## src/design/velocity_profile_step_macros.svh

```systemverilog
// Assertion helpers used by the queue (vps_fifo).
`ifndef VELOCITY_PROFILE_STEP_MACROS_SVH
`define VELOCITY_PROFILE_STEP_MACROS_SVH

// Check that holds at every edge outside reset.
`define VPS_ASSERT(lbl, expr, msg) \
	lbl: assert property (@(posedge clk) disable iff (!arst_n) (expr)) else $error(msg);

// Check on the cycle after a trigger.
`define VPS_ASSERT_NEXT(lbl, ante, cons, msg) \
	lbl: assert property (@(posedge clk) disable iff (!arst_n) (ante) |=> (cons)) else $error(msg);

`endif

```

## src/design/vps_pkg.sv

```systemverilog
package vps_pkg;

	// Queue between front and back
	localparam int FifoDepth = 4;
	localparam int FifoPtrW  = 2;
	localparam int FifoCntW  = 3;

	// Quotient bits kept by the two dividers
	localparam int Q1Bits = 31;
	localparam int Q2Bits = 34;

	// Velocities below this magnitude count as zero
	localparam logic signed [31:0] VelEps = 32'sd7;

	localparam logic [30:0] AccelMaxRst     = 31'd65536;
	localparam logic [30:0] AccelNominalRst = 31'd32768;
	localparam logic [30:0] SpeedMaxRst     = 31'd65536;
	localparam logic [16:0] TimeStepRst     = 17'd655;

	typedef enum logic [1:0] {
		REG_ACCEL_MAX     = 2'd0,
		REG_ACCEL_NOMINAL = 2'd1,
		REG_SPEED_MAX     = 2'd2,
		REG_TIME_STEP     = 2'd3
	} reg_idx_t;

	typedef struct packed {
		logic [30:0] accel_max;
		logic [30:0] accel_nominal;
		logic [30:0] speed_max;
		logic [16:0] dt;
	} cfg_t;

	// Classified beat handed from front to back
	typedef struct packed {
		logic signed [31:0] s;
		logic signed [31:0] vz;
		logic [31:0]        vmag;
		logic [31:0]        smag;
		logic               brake;
		logic [30:0]        dest;
		logic [30:0]        lim_now;
		logic [61:0]        dest_sq;
		logic [63:0]        v_sq;
		logic [31:0]        lim_brake;
		logic [31:0]        climit;
		logic [49:0]        p;
	} item_t;

	typedef struct packed {
		logic full;
		logic empty;
	} fifo_stat_t;

	function automatic logic signed [31:0] sat32(input logic signed [39:0] x);
		logic signed [31:0] r;
		if (x > 40'sh007fffffff)
			r = 32'sh7fffffff;
		else if (x < -40'sh0080000000)
			r = -32'sh80000000;
		else
			r = x[31:0];
		return r;
	endfunction

endpackage

```

## src/design/vps_fifo.sv

```systemverilog
`include "velocity_profile_step_macros.svh"

module vps_fifo (
	input  logic                clk,
	input  logic                arst_n,
	input  logic                push,
	input  vps_pkg::item_t      wr_item,
	input  logic                pop,
	output vps_pkg::item_t      rd_item,
	output vps_pkg::fifo_stat_t stat
);

	vps_pkg::item_t                 mem [vps_pkg::FifoDepth];
	logic [vps_pkg::FifoPtrW-1:0]   wr_ptr_q, rd_ptr_q;
	logic [vps_pkg::FifoCntW-1:0]   count_q;

	assign stat.full  = (count_q == vps_pkg::FifoCntW'(vps_pkg::FifoDepth));
	assign stat.empty = (count_q == '0);
	assign rd_item    = mem[rd_ptr_q];

	always_ff @(posedge clk) begin
		if (push)
			mem[wr_ptr_q] <= wr_item;
	end

	// pointers and fill level
	always_ff @(posedge clk or negedge arst_n) begin
		if (!arst_n) begin
			wr_ptr_q <= '0;
			rd_ptr_q <= '0;
			count_q  <= '0;
		end else begin
			if (push)
				wr_ptr_q <= wr_ptr_q + 1'b1;
			if (pop)
				rd_ptr_q <= rd_ptr_q + 1'b1;
			if (push && !pop)
				count_q <= count_q + 1'b1;
			else if (pop && !push)
				count_q <= count_q - 1'b1;
		end
	end

	`VPS_ASSERT(a_no_push_full, !(push && stat.full), "push into full queue")
	`VPS_ASSERT(a_no_pop_empty, !(pop && stat.empty), "pop from empty queue")
	`VPS_ASSERT_NEXT(a_cnt_up, push && !pop, count_q == $past(count_q) + 3'd1, "fill level lost a push")
	`VPS_ASSERT(a_ptr_gap, (wr_ptr_q - rd_ptr_q) == count_q[vps_pkg::FifoPtrW-1:0], "pointers disagree with level")

endmodule

```

## config.mk

```make
export PLATFORM = sky130hd
export DESIGN_NAME = vps_fifo
export DESIGN_NICKNAME = d
export VERILOG_FILES = /design/src/design/vps_pkg.sv /design/src/design/vps_fifo.sv
export VERILOG_INCLUDE_DIRS = /design/src /design/src/design
export SDC_FILE = /design/constraint.sdc
export NUM_CORES = 1
export LEC_CHECK = 0
export ABC_AREA = 0
export BUFFER_PORTS_ARGS = -buffer_cell sky130_fd_sc_hd__buf_2
export CORE_MARGIN = 5
export CORE_UTILIZATION = 30
export DETAILED_ROUTE_END_ITERATION = 7
export PLACE_DENSITY_LB_ADDON = 0.1
export SETUP_SLACK_MARGIN = 0.4
export SLEW_MARGIN = 20
export SYNTH_ARGS = -nofsm -noshare
export SYNTH_HDL_FRONTEND = slang
export SYNTH_SLANG_ARGS = --single-unit
```

## constraint.sdc

```tcl
create_clock -name clk -period 27.8 [get_ports clk]
set_input_delay 2.78 -clock clk [delete_from_list [all_inputs] [get_ports clk]]
set_output_delay 2.78 -clock clk [all_outputs]
set_load 0.005 [all_outputs]
```

==> results of run 1 <==
==> metal layers <==
layer | global-route usage [%] | part of all wire (%) | vias to the layer above
met5 | 0 | 0.33 | -
met4 | 5.43 | 3.6 | 82
met3 | 6.45 | 11 | 378
met2 | 23.5 | 49 | 1016
met1 | 16.6 | 37 | 15100
li1 | - | - | 12100
==> worst min path at each step <==
stage | from | to | cells past startpoint | slack (ns)
floorplan | count_q[2] | count_q[2] | 1 | 0.46
global placement | count_q[2] | count_q[2] | 1 | 0.47
detailed placement | count_q[2] | count_q[2] | 1 | 0.49
CTS | count_q[2] | count_q[2] | 1 | 0.50
global route | count_q[2] | count_q[2] | 1 | 0.50
finish | count_q[2] | count_q[2] | 1 | 0.50
==> placed cells by master, fill, tap and decap left out, types with 3 or more instances in the layout <==
cell type,n
buf_2,867
edfxtp_1,1724
diode_2,50
and2_4,4
inv_1,4
bufinv_16,14
dfrtp_1,5
xor2_1,4
clkinv_4,3
ha_1,5
clkinv_16,4
clkinvlp_4,6
buf_4,17
clkinv_1,48
inv_6,6
clkbuf_16,197
clkbuf_1,43
clkinv_2,33
buf_6,3
mux4_2,431
buf_12,11
==> state kept, by name, summed over array words and instances (netlist names) <==
register  flops
mem        1724
count_q       3
rd_ptr_q      2
wr_ptr_q      2
==> critical path, stage by stage, from the launching register on <==
cell and delay [ns]:
dfrtp_4 0.84, buf_12 0.71, buf_6 0.71, buf_4 0.78
mux4_2 0.65, buf_2 0.16
==> cell families after synthesis <==
family                     after synthesis
and+or+nand+nor                          9
AOI/OAI and AO/OA                        1
DFF                                   1731
buffers and inverters                  100
muxes                                  432
xor gates and xnor gates                 6
adders and majority gates                6
==> power by group through the flow <==
stage	combinational, mW	sequential [mW]	clock, mW
final	2.25	3.53	2.43
after global routing	2.45	3.57	2.63
after CTS	2.36	3.54	2.52
after detailed placement	2.35	3.60	0
after global placement	2.35	3.57	0
after floorplan	1.32	3.77	0
==> area by class of cell <==
cell class                      instances  area [um2]
Fill cell                           19100      131000
Sequential cell                      1731       52000
Multi-Input combinational cell        454        9920
Clock buffer                          240        5090
Timing Repair Buffer                  900        4780
Tap cell                             2788        3490
Clock inverter                        114        1010
Antenna cell                           50         125
Inverter                                4        15.0
==> flow_summary.json, run 1 <==
{
  "clkPwrFrac_pct": 29.6,
  "postCtsSetupRepairBufs": 0,
  "numPortBuffers": 867,
  "yosysWarnings": 0,
  "critPathLaunchType": "flip-flop",
  "reg2reg_from": "wr_ptr_q[0]",
  "yosys.area.top_type": "edfxtp_1",
  "gp_congestion": 0.757,
  "synth_seq_cells": 1731,
  "p_seq_share_pct": 43.0,
  "cp_data_required_time_ns": 25.02,
  "gr-total-overflow": 0,
  "crit_arrival_ns": 4.84,
  "synthAdderAreaFrac_pct": 0.132,
  "die_y_um": 467,
  "cts_tree": "yes",
  "rsz0062_at_grt": "no",
  "fin_hold_ws_ns": 0.500,
  "clk_pin_slew_ns": 0.06,
  "swShare_pct": 29.1,
  "power.density_mw_per_mm2": 108,
  "synth_compound_area_share_pct": 0.00799,
  "max_freq_mhz": 131,
  "utilization_pct": 36.8,
  "hold_viol": 0,
  "drive_above_1_share_pct": 46.5,
  "routed_wl_um": 160000,
  "setup_ws_ns": 20.18,
  "pwr-share-comb_pct": 27.4,
  "cts_hold_buffers": 0,
  "critPathKind": "reg2out",
  "grt_pass1_wl_um": 226000,
  "setup_tns_ns": 0,
  "worstHoldPathType": "reg2reg",
  "drc_errors": 0,
  "synth_fp_nets": 2726,
  "drt_pass1_iterations": 5,
  "pre_cts_ws_ns": 20.69,
  "antenna_found_initial": 139,
  "cts_buffers": 191,
  "place_area_mm2": 0.0701,
  "finalPower_mw": 8.22,
  "clk_latency_ns": 0.82,
  "r2r_cells": 6,
  "worst_pin_slew_ns": 1.11,
  "clock_sinks": 1731,
  "synthArstFlopShare_pct": 0.404,
  "min_period_over_period_pct": 27.4,
  "rrSetupSlack_ns": 24.03,
  "critPathLaunch": "rd_ptr_q[0]",
  "ioPinCount": 868,
  "grt_pass1_vias": 30700,
  "endpoint_kind": "output port",
  "synth_common_cells": "1724 x edfxtp_1, 431 x mux4_2, 47 x buf_2",
  "ant_nets": 0,
  "root_buffer": "clkbuf_16",
  "row_count": 167,
  "finalCriticalPeriod_ns": 7.62,
  "internal-power_mw": 5.82,
  "post-place-cells": 5875,
  "power.switching_mw": 2.39,
  "max-slew-margin-rel_pct": 25.8,
  "synth_top_family_by_area": "multiplexers",
  "synth_area_per_cell_um2": 27.4,
  "muxShareOfSynthArea_pct": 15.5,
  "core_mm2": 0.207,
  "crit_end": "rd_item[131]",
  "outcome": "finished clean",
  "synth_ff_type": "edfxtp_1",
  "yosys.area_share.simple_pct": 0.0779,
  "synth_xor_area_share_pct": 0.0839,
  "nNetsFinal": 3723,
  "vias_per_cell": 4.56,
  "synth_seq_area_share_pct": 83.0,
  "cts_htree_levels": 4,
  "setup_viol": 0,
  "r2r-end": "mem[0][178]",
  "synth_edf_count": 1724,
  "cts_buffer_depth": 3,
  "ir_drop_uv": 83.4,
  "yosysMostFrequentCell": "edfxtp_1",
  "cap_violations": 0,
  "groute.usage.overall_pct": 14.4,
  "hpwl_um": 102000,
  "via_count": 28700,
  "start_util_pct": 30.2,
  "synthCells": 2285,
  "clock_skew_ns": 0.0269,
  "finish.instance_area_mm2": 0.0764,
  "synth_cell_types": 18,
  "grt_max_degree": 147,
  "die_x_um": 467,
  "synth_top_area_share_pct": 82.7,
  "synth_area_mm2": 0.0626,
  "finalNonFillerCells": 6281,
  "synth_area_leaders": "edfxtp_1 83%, mux4_2 16%, buf_6 0.76%",
  "path_max_fanout": 102,
  "avgRoutedWirePerCell_um": 25.5,
  "syn2layout_area_growth_pct": 22.0,
  "slew_viol_final": 0,
  "p_leak_nw": 25.4,
  "drt_iter0_markers": 1841,
  "die_area_mm2": 0.218,
  "ctsResizeCount": 0
}
Power figures use the tool's default switching activity.
==> run 2, diff against run 1 <==
Clock period 27.8 ns to 6.9 ns, I/O delays scaled along.
==> flow_summary.json, run 2 (synthesized netlist as in run 1, its figures left out) <==
{
  "outcome": "finished clean",
  "crit_end": "rd_item[130]",
  "critPathLaunchType": "flip-flop",
  "max_stage_delay_ns": 0.84,
  "internal-power_mw": 23.6,
  "largest_reg_flops": 1724,
  "reg2reg_from": "wr_ptr_q[0]",
  "critPathLaunch": "rd_ptr_q[0]",
  "grt_pass1_vias": 31300,
  "vias_per_cell": 4.57,
  "ioPinCount": 868,
  "avgRoutedWirePerCell_um": 25.8,
  "worstPathCellList": "buf_12, buf_16, mux4_2, buf_2",
  "max_freq_mhz": 240,
  "critPathKind": "reg2out",
  "ctsResizeCount": 0,
  "pwr-share-comb_pct": 27.6,
  "r2r_cells": 4,
  "final_cell_mix": "1724 x edfxtp_1, 867 x buf_2, 431 x mux4_2",
  "fillers": 19000,
  "power.density_mw_per_mm2": 434,
  "power.switching_mw": 9.74,
  "gp_congestion": 0.761,
  "drc_errors": 0,
  "cap_violations": 0,
  "cp_data_required_time_ns": 6.21,
  "start_util_pct": 30.2,
  "cpMaxStageDelayCell": "dfrtp_4",
  "cts_buffer_depth": 3,
  "cts_buffers": 194,
  "min_from": "wr_item[266]",
  "groute.usage.overall_pct": 14.7,
  "clk_latency_ns": 0.81,
  "clock_sinks": 1731,
  "path_max_fanout": 77,
  "worstHoldPathType": "in2reg",
  "endpoint_kind": "output port",
  "swShare_pct": 29.2,
  "fin_hold_ws_ns": 0.0999,
  "regMostFlops": "mem",
  "core_mm2": 0.207,
  "r2r-end": "mem[0][198]",
  "die_area_mm2": 0.218,
  "drive_above_1_share_pct": 46.7,
  "row_count": 167,
  "max-slew-margin-rel_pct": 15.8,
  "clk_pin_slew_ns": 0.06,
  "setup_viol": 0,
  "antenna_found_initial": 135,
  "die_y_um": 467,
  "finalCriticalPeriod_ns": 4.16,
  "ir_drop_uv": 284,
  "final_common_cell": "edfxtp_1",
  "drt_iter0_markers": 1908,
  "drt_pass1_iterations": 5,
  "die_x_um": 467,
  "clkPwrFrac_pct": 29.7,
  "p_seq_share_pct": 42.7,
  "via_count": 28900,
  "p_leak_nw": 25.6,
  "rsz0062_at_grt": "no",
  "cts_tree": "yes",
  "rrSetupSlack_ns": 4.11,
  "gr-total-overflow": 0,
  "slew_viol_final": 0,
  "syn2layout_area_growth_pct": 22.6,
  "root_buffer": "clkbuf_16",
  "setup_tns_ns": 0,
  "worst_pin_slew_ns": 1.26,
  "top_regs": "mem x1724, count_q x3",
  "crit_arrival_ns": 3.47,
  "grt_max_degree": 140,
  "ant_nets": 0,
  "grt_pass1_wl_um": 231000,
  "hold_viol": 0,
  "clock_skew_ns": 0.0541,
  "nNetsFinal": 3756,
  "hpwl_um": 105000,
  "min_period_over_period_pct": 60.3,
  "cts_htree_levels": 4,
  "numPortBuffers": 867,
  "routed_wl_um": 163000
}
run 2: changes by cell type in the layout (fill, tap and decap cells not counted), sizes merged:
cell / previous run / this run
dlygate4sd3: 0 / 18
buf: 900 / 912
clkinvlp: 6 / 7
clkinv: 88 / 85
inv: 10 / 11
clkbuf: 240 / 244
diode: 50 / 58
run 2: what timing repair did:
item	CTS	global route
endpoints found under the hold margin	54	0
hold buffers	18	0
setup buffers	0	0
endpoints found under the setup margin	0	0
run 2: power by group through the flow:
stage / Combinational (mW) / Clock (mW) / Sequential, mW
floorplan: 5.31 / 0 / 14.8
global placement: 9.59 / 0 / 14.4
detailed placement: 9.60 / 0 / 14.5
CTS: 9.65 / 10.3 / 14.3
global route: 9.95 / 10.7 / 14.4
finish: 9.20 / 9.89 / 14.2
run 2: worst min path at each step:
stage | cells past startpoint | endpoint
finish | 1 | mem[0][266]
global route | 1 | mem[3][31]
CTS | 1 | mem[3][420]
detailed placement | 1 | count_q[2]
global placement | 1 | count_q[2]
floorplan | 0 | count_q[0]
run 2: worst max-delay path, delay by kind of cell, from the launching register on:
kind / cells / cell delay [ns]
buffers and inverters: 3 / 0.95
DFF: 1 / 0.84
muxes: 1 / 0.65
run 2: area by class of cell:
class | instances | area, um2 | area share (%)
Antenna cell | 58 | 145 | 0.189
Clock buffer | 244 | 5140 | 6.69
Clock inverter | 113 | 1050 | 1.37
Multi-Input combinational cell | 454 | 9920 | 12.9
Sequential cell | 1731 | 52000 | 67.7
Timing Repair Buffer | 930 | 5040 | 6.57
Tap cell | 2788 | 3490 | 4.55
Inverter | 4 | 15.0 | 0.0196
run 2: per-stage QoR:
step / total power [mW] / utilization, % / cells / cell area (um2) / setup WS, ns
after floorplan: 20.1 / - / 2285 / 62600 / -4.26
after global placement: 23.9 / 33.9 / 5888 / 70200 / 3.57
after detailed placement: 24.1 / 33.9 / 5888 / 70200 / 3.53
after CTS: 34.2 / 36.9 / 6263 / 76600 / 2.60
after global routing: 35.0 / 37.0 / 6293 / 76700 / 2.45
final: 33.3 / 37.0 / 6322 / 76700 / 2.74
run 2: routing by layer:
metal,part of all wire [%],vias to the layer above,GRT usage [%]
met5,0.24,-,0
met4,4.4,66,6.48
met3,9.9,390,6.00
met2,49,1022,24.2
met1,36,15200,16.8
li1,-,12200,-
==> run 3, diff against run 2 <==
Settings changed: ABC_AREA 0 to 1.
Clock period 6.9 ns to 4.3 ns, I/O delays scaled along.
==> flow_summary.json, run 3 <==
{
  "outcome": "finished clean",
  "grt_pass1_vias": 41400,
  "synthCells": 5076,
  "die_x_um": 488,
  "synth_common_cells": "1724 x edfxtp_1, 1306 x nand2_1, 873 x inv_1",
  "utilization_pct": 38.1,
  "die_y_um": 488,
  "largest_reg_flops": 1724,
  "via_count": 42100,
  "synth_top_area_share_pct": 75.4,
  "drc_errors": 0,
  "groute.usage.overall_pct": 15.8,
  "core_mm2": 0.227,
  "p_leak_nw": 33.9,
  "r2r-end": "mem[0][270]",
  "synth_area_per_cell_um2": 13.5,
  "clk_latency_ns": 0.80,
  "gp_congestion": 0.752,
  "synth_seq_area_share_pct": 75.7,
  "start_util_pct": 30.2,
  "drt_pass1_iterations": 5,
  "setup_viol": 0,
  "synth_cell_types": 19,
  "path_max_fanout": 126,
  "numPortBuffers": 867,
  "nNetsFinal": 6835,
  "setup_ws_ns": 0.642,
  "yosys.area.top_type": "edfxtp_1",
  "clock_sinks": 1731,
  "gr-total-overflow": 0,
  "clk_pin_slew_ns": 0.06,
  "yosysWarnings": 0,
  "finalCriticalPeriod_ns": 3.66,
  "hold_end": "mem[1][426]",
  "die_area_mm2": 0.238,
  "critPathLaunchType": "flip-flop",
  "max-slew-margin-rel_pct": 22.2,
  "worst_pin_slew_ns": 1.17,
  "max_freq_mhz": 273,
  "ant_nets": 0,
  "root_buffer": "clkbuf_16",
  "cp_data_required_time_ns": 3.87,
  "critPathKind": "reg2out",
  "cts_htree_levels": 4,
  "min_period_over_period_pct": 85.1,
  "synthArstFlopShare_pct": 0.404,
  "postCtsSetupRepairBufs": 0,
  "pre_cts_ws_ns": 1.36,
  "slew_viol_final": 0,
  "synth_edf_count": 1724,
  "cts_buffers": 196,
  "grt_pass1_wl_um": 283000,
  "ctsResizeCount": 0,
  "vias_per_cell": 4.38,
  "final_cell_mix": "1724 x edfxtp_1, 1302 x nand2_1, 867 x inv_1, 867 x buf_2, 862 x o211ai_1",
  "regMostFlops": "mem",
  "synth_seq_cells": 1731,
  "routed_wl_um": 194000,
  "power.density_mw_per_mm2": 671,
  "synth_fp_nets": 5517,
  "top_regs": "mem x1724, count_q x3",
  "drt_iter0_markers": 2262,
  "grt_max_degree": 144,
  "reg2reg_from": "wr_ptr_q[0]",
  "cap_violations": 0,
  "fillers": 21800,
  "rsz0062_at_grt": "no",
  "avgRoutedWirePerCell_um": 20.2,
  "rrSetupSlack_ns": 1.70,
  "syn2layout_area_growth_pct": 26.2,
  "hpwl_um": 122000,
  "row_count": 175,
  "synth_ff_type": "edfxtp_1",
  "worstHoldPathType": "in2reg",
  "antenna_found_initial": 79,
  "crit_arrival_ns": 3.23,
  "cts_buffer_depth": 3,
  "synth_area_mm2": 0.0686,
  "hold_viol": 0,
  "cts_tree": "yes",
  "endpoint_kind": "output port",
  "fin_hold_ws_ns": 0.381,
  "whs_path_depth": 2,
  "clock_skew_ns": 0.0257,
  "ioPinCount": 868,
  "min_from": "wr_item[426]",
  "ir_drop_uv": 497,
  "synth_area_leaders": "edfxtp_1 75%, o211ai_1 9.4%, nand2_1 7.1%",
  "yosysMostFrequentCell": "edfxtp_1",
  "final_common_cell": "edfxtp_1",
  "r2r_cells": 6,
  "drive_above_1_share_pct": 18.5
}
-- run 3: cell types whose count changed after synthesis, sizes merged, moves of 4 or more --
cell	before	now
and2	4	0
buf	89	262
clkbuf	7	26
inv	4	874
mux4	431	0
nand2	2	1306
o211ai	0	862
-- run 3: cell type report --
| cell class | count | area, um2 | share of cell area [%] |
|---|---|---|---|
| sequential | 1731 | 52000 | 60.0 |
| timing repair buffer | 1408 | 10100 | 11.6 |
| tap | 3009 | 3760 | 4.35 |
| clock inverter | 74 | 449 | 0.519 |
| multi-input combinational | 2183 | 11500 | 13.3 |
| antenna | 59 | 148 | 0.171 |
| inverter | 874 | 3300 | 3.81 |
| clock buffer | 277 | 5380 | 6.21 |
-- run 3: power breakdown --
| group | leakage, nW | switching [mW] | internal (mW) | total, mW |
|---|---|---|---|---|
| Clock | 2.81 | 6.58 | 8.76 | 15.3 |
| Sequential | 15.9 | 0.792 | 22.0 | 22.8 |
| Combinational | 15.1 | 13.3 | 6.60 | 19.9 |
-- run 3: what timing repair did --
action	in CTS	in global routing
endpoints found under the setup margin	0	0
hold endpoints to repair	1735	0
hold buffers	436	0
-- run 3: how the worst max path moves through the flow --
stage | start | end | cells after the start
2_1_floorplan | wr_ptr_q[0] | mem[0][0] | 4
6_report | rd_ptr_q[1] | rd_item[325] | 4
3_5_place_dp | rd_ptr_q[1] | rd_item[322] | 5
3_3_place_gp | rd_ptr_q[1] | rd_item[322] | 5
4_1_cts | rd_ptr_q[1] | rd_item[322] | 5
5_1_grt | rd_ptr_q[1] | rd_item[322] | 5
-- run 3: layer usage --
| metal | global-route usage, % | share of wire [%] |
|---|---|---|
| met1 | 20.8 | 44 |
| met2 | 24.5 | 44 |
| met3 | 6.06 | 8.4 |
| met4 | 4.46 | 2.8 |
| met5 | 0 | 0.15 |
-- run 3: cells by family (layout without fill, tap and decap cells) --
group | count (synthesis) | count (layout) | synth area share, %
other cells | 0 | 59 | 0
xor+xnor | 4 | 4 | 0.0511
simple gates | 1310 | 1310 | 7.17
buf+inv | 1162 | 2633 | 7.54
flops | 1731 | 1731 | 75.7
fa+ha+maj | 6 | 6 | 0.120
compound gates | 863 | 863 | 9.44
-- run 3: per-stage QoR --
| step | area (um2) | TNS (ns) | instances | total power, mW |
|---|---|---|---|---|
| 2_1_floorplan | 68700 | -5589.11 | 5076 | 34.9 |
| 3_3_place_gp | 76200 | 0 | 8769 | 43.4 |
| 3_5_place_dp | 76200 | 0 | 8769 | 43.5 |
| 4_1_cts | 86400 | 0 | 9556 | 59.5 |
| 5_1_grt | 86500 | 0 | 9592 | 61.9 |
| 6_report | 86600 | 0 | 9615 | 58.1 |
-- run 3: worst max-delay path, cell delays in order, from the launching register on --
cell and delay, ns:
dfrtp_4 0.84, buf_12 0.43, o211ai_1 0.21, nand2_1 0.30, buf_2 0.18
